$ cat src/sv/tts_pkg.sv
`timescale 1ns / 1ps
// ----------------------------------------------------------------------------
// tts_pkg
// Shared types and constants of the text console engine: character codes,
// field widths, controller states and the command/status bundles.
// ----------------------------------------------------------------------------
package tts_pkg;

  localparam int CHAR_W      = 8;
  localparam int ATTR_W      = 8;
  localparam int RROW_W      = 5;
  localparam int RCOL_W      = 7;
  localparam int CELL_W      = CHAR_W + ATTR_W;
  localparam int IN_TDATA_W  = 24;
  localparam int OUT_TDATA_W = 32;

  localparam logic [CHAR_W-1:0] CH_CR      = 8'd13;
  localparam logic [CHAR_W-1:0] CH_LF      = 8'd10;
  localparam logic [CHAR_W-1:0] CH_SPACE   = 8'd32;
  localparam logic [ATTR_W-1:0] ATTR_RESET = 8'd7;

  localparam logic CMD_PUT  = 1'b0;
  localparam logic CMD_READ = 1'b1;

  typedef enum logic [2:0] {
    ST_CLEAR,
    ST_IDLE,
    ST_EXEC,
    ST_RADDR,
    ST_RDATA,
    ST_BLANK,
    ST_DONE
  } tts_state_e;

  typedef struct packed {
    logic load_in;
    logic exec_put;
    logic rd_setup;
    logic rd_issue;
    logic rd_capture;
    logic clear_wr;
    logic blank_wr;
    logic cnt_clr;
    logic load_out;
  } tts_cmd_t;

  typedef struct packed {
    logic is_read;
    logic scroll;
    logic clear_last;
    logic blank_last;
  } tts_sts_t;

endpackage

$ cat src/sv/tts_ctrl.sv
`timescale 1ns / 1ps
// ----------------------------------------------------------------------------
// tts_ctrl
// Controller: sequences the screen clear after reset, command execution,
// cell reads, row blanking on scroll, and the output register handoff.
// ----------------------------------------------------------------------------
module tts_ctrl (
  input  logic              clk_i,
  input  logic              rst_ni,
  input  logic              in_valid_i,
  output logic              in_ready_o,
  output logic              out_valid_o,
  input  logic              out_ready_i,
  input  tts_pkg::tts_sts_t sts_i,
  output tts_pkg::tts_cmd_t cmd_o
);
  import tts_pkg::*;

  tts_state_e state_q, state_d;
  logic       out_valid_q, out_valid_d;
  tts_cmd_t   cmd;

  always_ff @(posedge clk_i or negedge rst_ni) begin
    if (!rst_ni) begin
      state_q     <= ST_CLEAR;
      out_valid_q <= 1'b0;
    end else begin
      state_q     <= state_d;
      out_valid_q <= out_valid_d;
    end
  end

  always_comb begin
    state_d = state_q;
    cmd     = '0;
    case (state_q)
      ST_CLEAR: begin
        cmd.clear_wr = 1'b1;
        if (sts_i.clear_last) begin
          state_d = ST_IDLE;
        end
      end
      ST_IDLE: begin
        if (in_valid_i) begin
          cmd.load_in = 1'b1;
          state_d     = ST_EXEC;
        end
      end
      ST_EXEC: begin
        if (sts_i.is_read) begin
          cmd.rd_setup = 1'b1;
          state_d      = ST_RADDR;
        end else begin
          cmd.exec_put = 1'b1;
          cmd.cnt_clr  = 1'b1;
          state_d      = sts_i.scroll ? ST_BLANK : ST_DONE;
        end
      end
      ST_RADDR: begin
        cmd.rd_issue = 1'b1;
        state_d      = ST_RDATA;
      end
      ST_RDATA: begin
        cmd.rd_capture = 1'b1;
        state_d        = ST_DONE;
      end
      ST_BLANK: begin
        cmd.blank_wr = 1'b1;
        if (sts_i.blank_last) begin
          state_d = ST_DONE;
        end
      end
      ST_DONE: begin
        if (!out_valid_q || out_ready_i) begin
          cmd.load_out = 1'b1;
          state_d      = ST_IDLE;
        end
      end
      default: begin
        state_d = ST_IDLE;
      end
    endcase
  end

  always_comb begin
    out_valid_d = out_valid_q;
    if (cmd.load_out) begin
      out_valid_d = 1'b1;
    end else if (out_ready_i) begin
      out_valid_d = 1'b0;
    end
  end

  assign cmd_o       = cmd;
  assign in_ready_o  = (state_q == ST_IDLE);
  assign out_valid_o = out_valid_q;

  // A new result never overwrites one that is still waiting.
  assert property (@(posedge clk_i) disable iff (!rst_ni)
    cmd.load_out |-> (!out_valid_q || out_ready_i))
    else $error("result loaded over a pending beat");

  // A put that scrolls always blanks a row before reporting.
  assert property (@(posedge clk_i) disable iff (!rst_ni)
    (cmd.exec_put && sts_i.scroll) |=> (state_q == ST_BLANK))
    else $error("scroll without row blanking");

  // The screen clear ends in idle, ready for the first item.
  assert property (@(posedge clk_i) disable iff (!rst_ni)
    (cmd.clear_wr && sts_i.clear_last) |=> in_ready_o)
    else $error("clear pass did not hand over to idle");

endmodule

$ cat config.mk
export PLATFORM = sky130hd
export DESIGN_NAME = tts_ctrl
export DESIGN_NICKNAME = d
export VERILOG_FILES = /design/src/sv/tts_pkg.sv /design/src/sv/tts_ctrl.sv
export SDC_FILE = /design/constraint.sdc
export NUM_CORES = 1
export LEC_CHECK = 0
export ABC_AREA = 0
export BUFFER_PORTS_ARGS = -buffer_cell sky130_fd_sc_hd__buf_2
export CAP_MARGIN = 20
export CORE_AREA = 2 2 39 41
export DETAILED_ROUTE_END_ITERATION = 7
export DIE_AREA = 0 0 41 43
export PLACE_DENSITY = 0.51
export SKIP_LAST_GASP = 1
export SYNTH_ARGS = -nofsm -noshare
export SYNTH_HDL_FRONTEND = slang
export SYNTH_SLANG_ARGS = --single-unit
$ cat constraint.sdc
create_clock -name clk_i -period 1.42 [get_ports clk_i]
set_input_delay 0.071 -clock clk_i [delete_from_list [all_inputs] [get_ports clk_i]]
set_output_delay 0.071 -clock clk_i [all_outputs]
set_load 0.005 [all_outputs]
==> out/metrics.csv <==
metric,value,unit
met2_usage,14.7,%
routed-via-count,350,
place_area,404,sq um
power_leakage,0.232,nW
drc,0,
final_common_cell,buf_2,
layout_common_cells,"18 x buf_2, 4 x nor3_1",
grt.busiest_layer,met1,
vdd_drop_max,0.742,mV
place_hpwl,589,um
crit_slowest_cell,dfrtp_2,
rsz0062_at_grt,false,
power_frac_seq,31.2,%
crit_required,1.35,ns
relSlewSlack,83.0,%
syn_to_final_growth,43.1,%
drive_above_1_share,46.7,%
synth_cell_types,21,
h-tree-depth,1,
die_x,41,um
drt-pass1-iter-count,4,
met1_usage,14.9,%
max_freq,750,MHz
cap_violations,0,
core,1380,sq um
rr_worst_depth,4,
grt_max_degree,15,
syn_area,319,sq um
final_hold_viol_count,0,
num_rows,14,
fin_crit,1.33,ns
start_kind,flop,
die-area,1760,sq um
yosys.area_share.simple,27.5,%
numCtsBuffers,3,
clk_pin_slew_worst_paths,0.04,ns
portBuffers,18,
grt_use_met3,4.71,%
wl_per_cell,10.7,um
postLayoutCoreUtil,33.0,%
syn_nets,48,
synth_top_family_by_area,simple AND/OR/NAND/NOR gates,
syn_inst,40,
grtUsageTotal,11.8,%
status,completed,
synth_compound_area_share,24.3,%
multi_input_area,178,sq um
p_sw,0.400,mW
internal_power,0.560,mW
first_iter_violations,9,
wl,814,um
p_comb_share,53.3,%
gp_congestion,0.678,
antenna_found_initial,0,
final_net_count,70,
seq_area_frac_synth,31.4,%
initial_utilization,23.1,%
crit_path_end,cmd_o[7],
die_height,43,um
endpoint_kind,output pin,
power_per_cell_area,2100,nW/um^2
cpPeakStageDelay,0.45,ns
arrival,1.26,ns
crit_type,flop to output pin,
synth_seq_cells,4,
cts_tree,done,
final_antenna_net_count,0,
ioPinCount,19,
worstMarginPinSlew,0.254,ns
cts_sinks,4,
clock_latency,0.24,ns
seqCellArea,103,sq um
hold_class,input pin to flop,
grt_pass1_vias,316,
power.total,0.960,mW
period_share,93.8,%
whs,0.143,ns
pwr-share-clk,15.5,%
grt_pass1_wl,1350,um
r2r_start,state_q[1],
cts_buffer_depth,2,
vias_per_cell,4.61,
fin_setup_tns,0,ns
synthMuxAreaShare,3.14,%
crit_fanout,10,
skew,0.00234,ns
crit_path_cell_trace,nand2b_2 > nor3_1 > buf_2,
reg2reg_slack,0.30,ns
root_buffer,clkbuf_4,
r2r-end,state_q[0],
final_max_slew_viol_count,0,
syn_area_per_cell,7.98,sq um
grt_overflow,0,
n_fill_cell,148,
synth-xor-area-share,0,%
design_area,457,sq um
setup_violations,0,
crit_start,state_q[0],
yosysWarnings,0,
netSwitchingFraction,41.7,%
num_antenna_cells,0,
synthAdderAreaFrac,0,%
synth_stat cells:
| library cell | number | area, sq um |
|---|---|---|
| dfrtp_1 | 4 | 100 |
| nor3_1 | 4 | 20.0 |
| a21oi_1 | 3 | 15.0 |
| buf_4 | 3 | 22.5 |
| nand2b_1 | 3 | 18.8 |
| nor3b_1 | 3 | 22.5 |
| o21ai_0 | 3 | 15.0 |
| buf_2 | 2 | 10.0 |
| inv_1 | 2 | 7.51 |
| nor2_1 | 2 | 7.51 |
| a211oi_1 | 1 | 7.51 |
| a22o_1 | 1 | 8.76 |
| a311o_1 | 1 | 10.0 |
| and3_1 | 1 | 6.26 |
| inv_2 | 1 | 3.75 |
| mux2i_1 | 1 | 10.0 |
| nand2_1 | 1 | 3.75 |
| o21a_1 | 1 | 7.51 |
| o21ai_1 | 1 | 5.00 |
| o32ai_1 | 1 | 8.76 |
| or3b_1 | 1 | 8.76 |
metrics by stage:
step / instances / worst slack (ns)
floorplan: 40 / 0.355
global placement: 70 / 0.240
detailed placement: 70 / 0.229
CTS: 74 / 0.0153
global route: 76 / 0.0143
finish: 76 / 0.0875
worst min path at each step:
stage	cells after the start	end	from
after floorplan	0	out_valid_o	rst_ni
after detailed placement	1	out_valid_o	rst_ni
after global routing	3	state_q[1]	sts_i[2]
after global placement	1	out_valid_o	rst_ni
final	3	state_q[1]	sts_i[2]
after CTS	3	state_q[1]	sts_i[2]
registers in the layout, summed over array words and instances (netlist names):
name	count
state_q	3
out_valid_o	1
power groups by stage:
stage / clock network (mW) / logic (mW) / registers, mW
final: 0.149 / 0.511 / 0.300
after global routing: 0.163 / 0.575 / 0.317
after CTS: 0.155 / 0.459 / 0.302
after detailed placement: 0 / 0.454 / 0.300
after global placement: 0 / 0.458 / 0.298
after floorplan: 0 / 0.402 / 0.221
critical path: cells and delay by family (launching register included):
kind                   cells  cell delay [ns]
AND/OR/NAND/NOR            2             0.42
buffers and inverters      1             0.15
flip-flops                 1             0.45
routing by layer:
metal | wire [um] | part of all wire, %
met1 | 400 | 49
met2 | 335 | 41
met3 | 62 | 7.6
met4 | 15 | 1.8
met5 | 0 | 0
cell families (layout without fill, tap and decap cells):
kind of cell           count (synthesis)  after routing
AOI/OAI and AO/OA                     12             12
muxes                                  1              1
DFF                                    4              4
buffers and inverters                  8             28
and+or+nand+nor                       15             15
repair_timing:
| action | 4_1_cts | 5_1_grt |
|---|---|---|
| gates resized for setup | 1 | 2 |
| hold buffers | 1 | 0 |
| setup buffers | 0 | 2 |
| gates cloned | 0 | 0 |
| setup endpoints to repair | 2 | 4 |
| endpoints found under the hold margin | 4 | 0 |
area by class of cell:
cell class | count | area share (%)
repair buffers | 22 | 26.8
inverters | 3 | 2.47
clock buffers | 3 | 4.93
multi-input cells | 28 | 38.9
well taps | 16 | 4.38
flip-flops and latches | 4 | 22.5
Power figures use the tool's default switching activity.
